==> src/design/page_translate_allocate_top_macros.svh <==
// ----------------------------------------------------------------------------
// Page translate/allocate assertion macros
// Shared concurrent assertion forms, clocked on clk_i, off during reset.
// ----------------------------------------------------------------------------
`ifndef PAGE_TRANSLATE_ALLOCATE_TOP_MACROS_SVH
`define PAGE_TRANSLATE_ALLOCATE_TOP_MACROS_SVH

// same-cycle implication
`define PTA_ASSERT_NOW(label, ante, cons, msg) \
  label: assert property (@(posedge clk_i) disable iff (!rst_ni) (ante) |-> (cons)) \
    else $error(msg);

// next-cycle implication
`define PTA_ASSERT_NEXT(label, ante, cons, msg) \
  label: assert property (@(posedge clk_i) disable iff (!rst_ni) (ante) |=> (cons)) \
    else $error(msg);

`endif

==> src/design/pta_pkg.sv <==
// ----------------------------------------------------------------------------
// Page translate/allocate package
// Shared widths, status codes, register map and result type.
// ----------------------------------------------------------------------------
package pta_pkg;

  localparam int ADDR_W           = 32;
  localparam int STATUS_W         = 2;
  localparam int PADDR_W          = 3;
  localparam int PDATA_W          = 32;
  localparam int DEF_ENTRIES      = 64;
  localparam int DEF_PAGE_BITS    = 13;

  // register word index (paddr bit 2 and up)
  localparam logic REG_TRANSLATE_ENABLE = 1'b0;

  typedef enum logic [STATUS_W-1:0] {
    ST_PASS = 2'd0,
    ST_HIT  = 2'd1,
    ST_NEW  = 2'd2,
    ST_FULL = 2'd3
  } status_e;

  typedef struct packed {
    logic [ADDR_W-1:0] phys;
    status_e           status;
  } pta_res_t;

endpackage

==> src/design/pta_tag_ram.sv <==
// ----------------------------------------------------------------------------
// Page tag memory
// One write port, one read port with registered read data.
// ----------------------------------------------------------------------------
module pta_tag_ram #(
  parameter int ENTRIES = 64,
  parameter int TAG_W   = 19,
  parameter int IDX_W   = 6
) (
  input  logic             clk_i,
  input  logic             wr_en_i,
  input  logic [IDX_W-1:0] wr_addr_i,
  input  logic [TAG_W-1:0] wr_data_i,
  input  logic [IDX_W-1:0] rd_addr_i,
  output logic [TAG_W-1:0] rd_data_o
);

  logic [TAG_W-1:0] mem [ENTRIES];

  always_ff @(posedge clk_i) begin
    if (wr_en_i) begin
      mem[wr_addr_i] <= wr_data_i;
    end
  end

  always_ff @(posedge clk_i) begin
    rd_data_o <= mem[rd_addr_i];
  end

endmodule

==> src/design/pta_seq.sv <==
// ----------------------------------------------------------------------------
// Page translate/allocate sequencer (passthrough when translation is off)
// Walks the used prefix of the tag table through one shared comparator,
// then hits, allocates the next free entry, or reports a full table.
// ----------------------------------------------------------------------------
module pta_seq #(
  parameter int ENTRIES   = 64,
  parameter int PAGE_BITS = 13
) (
  input  logic                      clk_i,
  input  logic                      rst_ni,
  input  logic                      start_i,
  input  logic                      enable_i,
  input  logic [pta_pkg::ADDR_W-1:0] addr_i,
  output logic                      busy_o,
  output logic                      done_o,
  input  logic                      take_i,
  output pta_pkg::pta_res_t         res_o
);
  import pta_pkg::*;

  localparam int TAG_W = ADDR_W - PAGE_BITS;
  localparam int IDX_W = (ENTRIES > 1) ? $clog2(ENTRIES) : 1;
  localparam int CNT_W = $clog2(ENTRIES + 1);

  localparam logic [1:0] S_IDLE = 2'd0;
  localparam logic [1:0] S_SCAN = 2'd1;
  localparam logic [1:0] S_DONE = 2'd2;

  logic [1:0]           state_q, state_d;
  logic [CNT_W-1:0]     issue_q, issue_d;
  logic [CNT_W-1:0]     fill_q, fill_d;
  logic                 pend_q, pend_d;
  logic [IDX_W-1:0]     pend_idx_q, pend_idx_d;
  logic [TAG_W-1:0]     page_q, page_d;
  logic [PAGE_BITS-1:0] offset_q, offset_d;
  pta_res_t             res_q, res_d;

  logic                 wr_en;
  logic [TAG_W-1:0]     rd_tag;
  logic                 more;
  logic                 match;
  logic                 has_free;

  pta_tag_ram #(
    .ENTRIES (ENTRIES),
    .TAG_W   (TAG_W),
    .IDX_W   (IDX_W)
  ) u_tag_ram (
    .clk_i     (clk_i),
    .wr_en_i   (wr_en),
    .wr_addr_i (fill_q[IDX_W-1:0]),
    .wr_data_i (page_q),
    .rd_addr_i (issue_q[IDX_W-1:0]),
    .rd_data_o (rd_tag)
  );

  // entries below fill_q are used; entries are never freed, so the used
  // set is always a prefix of the table
  assign more     = (issue_q < fill_q);
  assign match    = pend_q && (rd_tag == page_q);
  assign has_free = (fill_q < CNT_W'(ENTRIES));

  always_comb begin
    state_d    = state_q;
    issue_d    = issue_q;
    fill_d     = fill_q;
    pend_d     = 1'b0;
    pend_idx_d = pend_idx_q;
    page_d     = page_q;
    offset_d   = offset_q;
    res_d      = res_q;
    wr_en      = 1'b0;
    case (state_q)
      S_IDLE: begin
        if (start_i) begin
          page_d   = addr_i[ADDR_W-1:PAGE_BITS];
          offset_d = addr_i[PAGE_BITS-1:0];
          issue_d  = '0;
          if (enable_i) begin
            state_d = S_SCAN;
          end else begin
            res_d.phys   = addr_i;
            res_d.status = ST_PASS;
            state_d      = S_DONE;
          end
        end
      end
      S_SCAN: begin
        if (match) begin
          res_d.phys   = ADDR_W'({pend_idx_q, offset_q});
          res_d.status = ST_HIT;
          state_d      = S_DONE;
        end else if (!more) begin
          // last pending compare missed, or the table is empty
          if (has_free) begin
            wr_en        = 1'b1;
            fill_d       = fill_q + CNT_W'(1);
            res_d.phys   = ADDR_W'({fill_q[IDX_W-1:0], offset_q});
            res_d.status = ST_NEW;
          end else begin
            res_d.phys   = '0;
            res_d.status = ST_FULL;
          end
          state_d = S_DONE;
        end else begin
          pend_d     = 1'b1;
          pend_idx_d = issue_q[IDX_W-1:0];
          issue_d    = issue_q + CNT_W'(1);
        end
      end
      S_DONE: begin
        if (take_i) begin
          state_d = S_IDLE;
        end
      end
      default: begin
        state_d = S_IDLE;
      end
    endcase
  end

  always_ff @(posedge clk_i or negedge rst_ni) begin
    if (!rst_ni) begin
      state_q <= S_IDLE;
      fill_q  <= '0;
      pend_q  <= 1'b0;
    end else begin
      state_q <= state_d;
      fill_q  <= fill_d;
      pend_q  <= pend_d;
    end
  end

  always_ff @(posedge clk_i) begin
    issue_q    <= issue_d;
    pend_idx_q <= pend_idx_d;
    page_q     <= page_d;
    offset_q   <= offset_d;
    res_q      <= res_d;
  end

  assign busy_o = (state_q != S_IDLE);
  assign done_o = (state_q == S_DONE);
  assign res_o  = res_q;

endmodule

==> src/design/page_translate_allocate_top.sv <==
// ----------------------------------------------------------------------------
// Page translate/allocate top level
// Logical to physical address translation with on-demand page allocation.
// ----------------------------------------------------------------------------
// Usage:
//   Input channel: in_valid_i / in_stall_o carry one logical_address_i per
//   transaction. Output channel: out_valid_o / out_stall_i carry
//   physical_address_o and status_o (pass, hit, new, full) per transaction.
//   translate_enable sits at APB byte address 0; write it only while idle.
// Operation:
//   One item at a time. Passthrough skips the table walk.
//   With translation on, the tag table is walked one entry per cycle through
//   a single comparator and a read-registered tag memory, over the N used
//   entries (at most ENTRIES), until a hit or the end of the used prefix.
//   in_stall_o stays high from accept until the result has moved into the
//   output register.
// Reset:
//   Table empty (fill count cleared), translation disabled, no output valid.
//   No clearing pass is needed: only the used prefix is ever read.
// Stall:
//   A held result sits in the output register; a new transaction may be
//   accepted and worked on meanwhile, and waits for the register to free up.
// ----------------------------------------------------------------------------
`include "page_translate_allocate_top_macros.svh"

module page_translate_allocate_top #(
  parameter int ENTRIES   = pta_pkg::DEF_ENTRIES,
  parameter int PAGE_BITS = pta_pkg::DEF_PAGE_BITS
) (
  input  logic                        clk_i,
  input  logic                        rst_ni,
  // input channel
  input  logic                        in_valid_i,
  output logic                        in_stall_o,
  input  logic [pta_pkg::ADDR_W-1:0]  logical_address_i,
  // output channel
  output logic                        out_valid_o,
  input  logic                        out_stall_i,
  output logic [pta_pkg::ADDR_W-1:0]  physical_address_o,
  output logic [pta_pkg::STATUS_W-1:0] status_o,
  // APB configuration port
  input  logic                        psel,
  input  logic                        penable,
  input  logic                        pwrite,
  input  logic [pta_pkg::PADDR_W-1:0] paddr,
  input  logic [pta_pkg::PDATA_W-1:0] pwdata,
  output logic [pta_pkg::PDATA_W-1:0] prdata,
  output logic                        pready
);
  import pta_pkg::*;

  logic                te_q;
  logic                reg_sel;
  logic                in_accept;
  logic                seq_busy;
  logic                seq_done;
  logic                res_take;
  pta_res_t            seq_res;
  logic                out_valid_q;
  logic [ADDR_W-1:0]   out_phys_q;
  logic [STATUS_W-1:0] out_status_q;

  // ---- configuration: one register, word index from paddr bit 2 ----
  assign pready  = 1'b1;
  assign reg_sel = (paddr[PADDR_W-1] == REG_TRANSLATE_ENABLE);

  always_ff @(posedge clk_i or negedge rst_ni) begin
    if (!rst_ni) begin
      te_q <= 1'b0;
    end else if (psel && penable && pwrite && pready && reg_sel) begin
      te_q <= pwdata[0];
    end
  end

  assign prdata = reg_sel ? PDATA_W'(te_q) : '0;

  // ---- input side ----
  assign in_stall_o = seq_busy;
  assign in_accept  = in_valid_i && !in_stall_o;

  pta_seq #(
    .ENTRIES   (ENTRIES),
    .PAGE_BITS (PAGE_BITS)
  ) u_seq (
    .clk_i    (clk_i),
    .rst_ni   (rst_ni),
    .start_i  (in_accept),
    .enable_i (te_q),
    .addr_i   (logical_address_i),
    .busy_o   (seq_busy),
    .done_o   (seq_done),
    .take_i   (res_take),
    .res_o    (seq_res)
  );

  // ---- output register: loads when empty or being drained ----
  assign res_take = seq_done && (!out_valid_q || !out_stall_i);

  always_ff @(posedge clk_i or negedge rst_ni) begin
    if (!rst_ni) begin
      out_valid_q <= 1'b0;
    end else if (res_take) begin
      out_valid_q <= 1'b1;
    end else if (!out_stall_i) begin
      out_valid_q <= 1'b0;
    end
  end

  always_ff @(posedge clk_i) begin
    if (res_take) begin
      out_phys_q   <= seq_res.phys;
      out_status_q <= seq_res.status;
    end
  end

  assign out_valid_o        = out_valid_q;
  assign physical_address_o = out_phys_q;
  assign status_o           = out_status_q;

  // ---- checks ----
  `PTA_ASSERT_NEXT(a_busy_after_accept, in_accept, in_stall_o, "not busy after accept")
  `PTA_ASSERT_NOW(a_full_zero, out_valid_o && (status_o == ST_FULL),
                  physical_address_o == '0, "full result with nonzero address")
  `PTA_ASSERT_NOW(a_table_needs_enable,
                  out_valid_o && (status_o == ST_HIT || status_o == ST_NEW),
                  te_q, "table result while translation disabled")
  `PTA_ASSERT_NEXT(a_take_frees_seq, res_take, !seq_busy, "sequencer held after handoff")

endmodule

==> config.mk <==
export PLATFORM = sky130hd
export DESIGN_NAME = page_translate_allocate_top
export DESIGN_NICKNAME = d
export VERILOG_FILES = /design/src/design/pta_pkg.sv /design/src/design/pta_tag_ram.sv /design/src/design/pta_seq.sv /design/src/design/page_translate_allocate_top.sv
export VERILOG_INCLUDE_DIRS = /design/src /design/src/design
export SDC_FILE = /design/constraint.sdc
export NUM_CORES = 1
export LEC_CHECK = 0
export BUFFER_PORTS_ARGS = -buffer_cell sky130_fd_sc_hd__buf_4
export CORE_ASPECT_RATIO = 1.2
export CORE_MARGIN = 2
export CORE_UTILIZATION = 40
export DETAILED_ROUTE_END_ITERATION = 8
export SYNTH_ARGS = -nofsm -noshare
export SYNTH_HDL_FRONTEND = slang
export SYNTH_SLANG_ARGS = --single-unit
export TNS_END_PERCENT = 50
==> constraint.sdc <==
create_clock -name clk_i -period 4.85 [get_ports clk_i]
set_clock_uncertainty 0.05 [all_clocks]
set_input_delay 0.485 -clock clk_i [delete_from_list [all_inputs] [get_ports clk_i]]
set_output_delay 0.485 -clock clk_i [all_outputs]
set_load 0.1 [all_outputs]
==> metrics.yaml, run 1 <==
run_status:
  run_status: "finished clean"
sta:
  setup_viol_count_final: 0
  hold_viol: 0
  postLayoutSetupSlackWorst_ns: 0.965
  report.final.slew_viol_count: 0
  fmax_ghz: 0.257
  tns_ns: 0
  rsz0062_at_grt: "false"
  period_share_pct: 80.1
  worst_pin_slew_ns: 1.19
  period_minus_slack_ns: 3.89
  slew_headroom_pct: 20.8
clock_network:
  ctsResizeCount: 0
  clockBufferDepth: 3
  cts_tree: "done"
  cts_setup_buffers: 0
  clk_pin_slew_ns: 0.07
  htree_num_levels: 3
  cts-root-buf: "clkbuf_16"
  numCtsBuffers: 120
  clk_latency_ns: 0.75
  cts.sinks: 1360
yosys:
  ys_seq_area_share_pct: 77.5
  synth_seq_cells: 1360
  syn_area_sq_mm: 0.0524
  ys_warn_count: 0
  synth.area.top_cells: "edfxtp_1 76%, mux4_2 12%, mux2i_1 2.4%"
  syn_inst: 2462
  synthTopCellsByCount: "1329 x edfxtp_1, 282 x mux4_2, 126 x mux2i_1, 89 x nor2_1, 67 x nand2_1"
  synth_edf_count: 1329
  yosysTopAreaCell: "edfxtp_1"
  syn_area_per_cell_sq_um: 21.3
  synth_top_area_share_pct: 76.2
  ys_async_sr_fraction_pct: 0.882
  synth.most_common_cell: "edfxtp_1"
  synth_cell_types: 58
  synth_ff_type: "edfxtp_1"
pwr:
  ir_drop_v: 0.000362
  p_per_area_mw_per_mm2: 514
  leakage_nw: 18.9
  finalPower_mw: 30.7
global_route:
  grt_overflow: 0
  grt_max_degree: 128
  grt_pass1_vias: 25800
  grt_pass1_wl_um: 181000
  grt_util_all_layers_pct: 18.7
  antenna_found_initial: 1
placed_design:
  port_buffers: 77
  gp_congestion: 0.939
  hpwlAfterDp_um: 72400
  dp_cells: 4222
  place_ws_ns: 1.12
floorplanning:
  core_sq_mm: 0.130
  die_area_sq_mm: 0.134
  die_h_um: 400
  rows: 145
  start_util_pct: 40.3
  die_w_um: 334
  ioPinCount: 143
detailed_routing:
  drcViolationCount: 0
  via_count: 25200
  viasPerCell: 5.63
  drt-initial-drc-count: 2877
  finalWirelength_um: 126000
  drtPass1Iterations: 5
  wire_per_inst_um: 28.1
  drtAntennaViolNets: 0
min_path:
  min_path_type: "in2reg"
cells_and_area:
  final_cells: 4483
  drive_above_1_share_pct: 26.8
  area_delta_synth_final_pct: 14.0
  nets: 2772
worst_setup_path:
  path_max_fanout: 19
  cp.arrival_ns: 4.22
  rrSetupSlack_ns: 0.96
  end_kind: "flip-flop"
  start_kind: "flip-flop"
  critPathKind: "reg2reg"
  critical_path_required_ns: 5.19
flow_run:
  max_cap_viol_count: 0
-- state kept, by name, summed over array words and instances, names as in the netlist --
signal	count
u_seq.res_o	34
out_valid_o	1
u_seq.offset_q	13
physical_address_o	32
u_seq.u_tag_ram.mem	1216
u_seq.u_tag_ram.rd_data_o	19
u_seq.pend_q	1
te_q	1
status_o	2
u_seq.state_q	2
u_seq.page_q	19
u_seq.issue_q	7
u_seq.pend_idx_q	6
u_seq.fill_q	7
-- layout make-up --
type                    count  area, sq um
clock buffers             145         3120
well taps                1690         2110
inverters                  11         41.3
multi-input cells         957        11100
repair buffers            240         1970
diodes                      2         5.00
flip-flops and latches   1360        40600
fillers                 10600        70400
clock inverters            78          798
-- where the power goes --
part | internal [mW] | switching [mW]
registers | 13.9 | 0.261
clock network | 5.29 | 4.23
logic | 2.34 | 4.67
-- placed cells by master (no fill, tap or decap), types with 12 or more instances in the layout --
master,netlist,routed
mux2i_1,126,126
nand2_1,67,67
a211oi_1,24,24
clkinv_2,0,25
edfxtp_1,1329,1329
dfxtp_1,19,19
xnor2_1,14,14
nor2b_1,19,19
mux4_2,282,282
dfrtp_1,12,12
nand3_1,24,24
clkbuf_16,0,121
bufinv_16,0,13
clkinv_1,0,21
o22ai_1,31,31
and2_1,16,16
xor2_1,15,15
dlygate4sd3_1,0,36
o21ai_0,28,27
clkbuf_1,44,24
o221ai_1,17,17
a21oi_1,38,37
nor2_1,89,33
nor2_2,0,56
buf_4,66,198
conb_1,2,32
a22o_1,15,15
-- metal layers --
layer  vias up  global-route usage, %  wire [um]
li1      10600                      -          -
met3       191                   2.75       8460
met1     13400                   24.6      50400
met4         0                   7.25       4350
met2      1010                   31.2      62600
met5         -                      0          0
-- repair_timing --
item                                    4_1_cts  5_1_grt
endpoints found under the setup margin        0        0
hold buffers                                 36        0
hold endpoints to repair                     76        0
-- critical path, cell delays in order, from the launching register on --
cell      delay [ns]
dfrtp_1         0.61
inv_1           0.21
ha_1            0.33
nand4_1         0.10
o31a_1          0.39
a211oi_2        0.58
nand2_1         0.62
nor2_2          0.24
buf_4           0.37
-- cell families (layout without fill, tap and decap cells) --
family | after synthesis | after routing | synth area share [%]
AOI/OAI and AO/OA | 204 | 204 | 2.70
xor gates and xnor gates | 29 | 29 | 0.485
adders and majority gates | 8 | 8 | 0.191
buffers and inverters | 175 | 474 | 1.96
DFF | 1360 | 1360 | 77.5
muxes | 418 | 418 | 14.7
other | 2 | 34 | 0.0143
and+or+nand+nor | 266 | 266 | 2.40
-- stage by stage --
stage	util, %	hold WS, ns	area (sq um)
final	45.9	0.0685	59700
after global routing	45.9	0.0740	59700
after CTS	45.9	0.0201	59700
after detailed placement	42.6	0.299	55400
after global placement	42.6	0.296	55400
after floorplan	-	0.139	52500
-- path summary, 6_finish.rpt --
path	to	cells after the start	start
setup / recovery	u_seq.u_tag_ram.mem[0][0]	8	u_seq.fill_q[3]
hold / removal	te_q	3	paddr[2]
setup reg to reg	u_seq.u_tag_ram.mem[0][0]	8	u_seq.fill_q[3]
hold reg to reg	physical_address_o[3]	0	u_seq.res_o[5]
max in group asynchronous	u_seq.fill_q[1]	2	rst_ni
min in group asynchronous	out_valid_o	2	rst_ni
(Power assumes the default switching activity.)
==> run 2: changes to the inputs <==
clock period = 3.8 ns   (was 4.85 ns; I/O delays follow)
==> metrics.yaml, run 2 (same netlist as run 1, synthesis figures left out) <==
run_status:
  run_status: "finished clean"  # unchanged
clock_network:
  htree_num_levels: 3  # unchanged
  cts_tree: "done"  # unchanged
  numCtsBuffers: 120  # unchanged
  cts_setup_buffers: 0  # unchanged
  cts-root-buf: "clkbuf_16"  # unchanged
  clockBufferDepth: 3  # unchanged
  cts.sinks: 1360  # unchanged
  clk_latency_ns: 0.74  # was 0.75 ns
  clk_pin_slew_ns: 0.06  # was 0.07 ns
placed_design:
  gp_congestion: 0.910  # was 0.939
  hpwlAfterDp_um: 72700  # was 72400 um
  port_buffers: 77  # unchanged
worst_setup_path:
  start_kind: "flip-flop"  # unchanged
  rrSetupSlack_ns: 0.27  # was 0.96 ns
  path_max_fanout: 19  # unchanged
  cp.arrival_ns: 3.85  # was 4.22 ns
  end_kind: "flip-flop"  # unchanged
  rr_worst_depth: 8  # unchanged
  critPathKind: "reg2reg"  # unchanged
  critical_path_required_ns: 4.12  # was 5.19 ns
detailed_routing:
  viasPerCell: 5.56  # was 5.63
  drtAntennaViolNets: 0  # unchanged
  via_count: 25200  # about the same
  drtPass1Iterations: 5  # unchanged
  wire_per_inst_um: 27.7  # was 28.1 um
  drcViolationCount: 0  # unchanged
  finalWirelength_um: 126000  # about the same
  drt-initial-drc-count: 2474  # was 2877
sta:
  whs_ns: 0.333  # was 0.0685 ns
  fmax_ghz: 0.283  # was 0.257 GHz
  rsz0062_at_grt: "false"  # unchanged
  slew_headroom_pct: 27.8  # was 20.8%
  hold_viol: 0  # unchanged
  report.final.slew_viol_count: 0  # unchanged
  worst_pin_slew_ns: 1.08  # was 1.19 ns
  period_minus_slack_ns: 3.53  # was 3.89 ns
  setup_viol_count_final: 0  # unchanged
  period_share_pct: 92.9  # was 80.1%
pwr:
  finalPower_mw: 39.3  # was 30.7 mW
  leakage_nw: 19.1  # was 18.9 nW
  p_per_area_mw_per_mm2: 654  # was 514 mW/mm^2
  ir_drop_v: 0.000441  # was 0.000362 V
cells_and_area:
  largest_register: "u_seq.u_tag_ram.mem"  # unchanged
  final_common_cell: "edfxtp_1"  # unchanged
  layout_common_cells: "1329 x edfxtp_1, 282 x mux4_2, 232 x buf_4"  # was 1329 x edfxtp_1, 282 x mux4_2, 198 x buf_4
  nets: 2814  # was 2772
  area_delta_synth_final_pct: 14.9  # was 14.0%
  largest_register_ffs: 1216  # unchanged
  drive_above_1_share_pct: 27.7  # was 26.8%
global_route:
  grt_pass1_wl_um: 181000  # about the same
  grt_util_all_layers_pct: 18.7  # about the same
  grt_max_degree: 86  # was 128
  antenna_found_initial: 4  # was 1
  grt_overflow: 0  # unchanged
  grt_pass1_vias: 25900  # was 25800
floorplanning:
  die_area_sq_mm: 0.134  # unchanged
  ioPinCount: 143  # unchanged
  die_w_um: 334  # unchanged
  start_util_pct: 40.3  # unchanged
  die_h_um: 400  # unchanged
  core_sq_mm: 0.130  # unchanged
  rows: 145  # unchanged
min_path:
  min_path_type: "in2reg"  # unchanged
  hold_path_depth: 2  # was 3
flow_run:
  max_cap_viol_count: 0  # unchanged
[run 2: cell count changes in the layout (fill, tap and decap cells not counted), moves of 6 or more]
cell	change
buf_4	+34
clkinv_1	+15
nor4_2	-6
buf_12	+6
nor4_4	+6
clkbuf_1	-9
[run 2: metrics by stage]
step                      utilization (%)  cells  worst slack (ns)  setup TNS (ns)  area (sq um)
after floorplan                         -   2492           -0.0893          -13.85         52500
after global placement               43.0   4262             0.235               0         55900
after detailed placement             43.0   4262             0.212               0         55900
after CTS                            46.3   4525             0.174               0         60200
after global routing                 46.3   4525             0.116               0         60200
final                                46.3   4529             0.270               0         60200
[run 2: worst max-delay path, stage by stage, from the launching register on]
cell,delay [ns]
dfrtp_1,0.53
inv_1,0.21
ha_1,0.34
nand4_1,0.08
o31a_1,0.41
a211oi_4,0.43
nand3_1,0.50
nor2_2,0.23
buf_4,0.35
[run 2: report_power, final]
part	total [mW]	leakage [nW]	internal [mW]	switching, mW
registers	18.0	12.3	17.7	0.255
logic	9.24	4.94	3.20	6.04
clock network	12.1	1.90	6.77	5.37
[run 2: worst paths after layout]
| kind | startpoint | to |
|---|---|---|
| setup / recovery | u_seq.fill_q[5] | u_seq.u_tag_ram.mem[34][8] |
| hold / removal | logical_address_i[1] | u_seq.offset_q[1] |
| setup reg to reg | u_seq.fill_q[5] | u_seq.u_tag_ram.mem[34][8] |
| hold reg to reg | u_seq.res_o[11] | physical_address_o[9] |
| max in group asynchronous | rst_ni | te_q |
| min in group asynchronous | rst_ni | u_seq.fill_q[2] |
[run 2: cell type report]
| cell class | count | area (sq um) |
|---|---|---|
| antenna | 4 | 10.0 |
| clock buffer | 136 | 3080 |
| clock inverter | 89 | 823 |
| fill | 10600 | 69900 |
| inverter | 11 | 41.3 |
| multi-input combinational | 957 | 11200 |
| sequential | 1360 | 40600 |
| tap | 1690 | 2110 |
| timing repair buffer | 282 | 2360 |
[run 2: per-layer routing]
metal | up-vias | track usage (%) | wire length, um
li1 | 10700 | - | -
met1 | 13300 | 24.0 | 49400
met2 | 953 | 31.6 | 63100
met3 | 210 | 2.60 | 7880
met4 | 2 | 8.16 | 5080
met5 | - | 0 | 12
[run 2: repair_timing]
item	CTS	global route
gates resized for setup	0	1
setup endpoints to repair	0	103
hold buffers	38	0
hold endpoints to repair	79	0
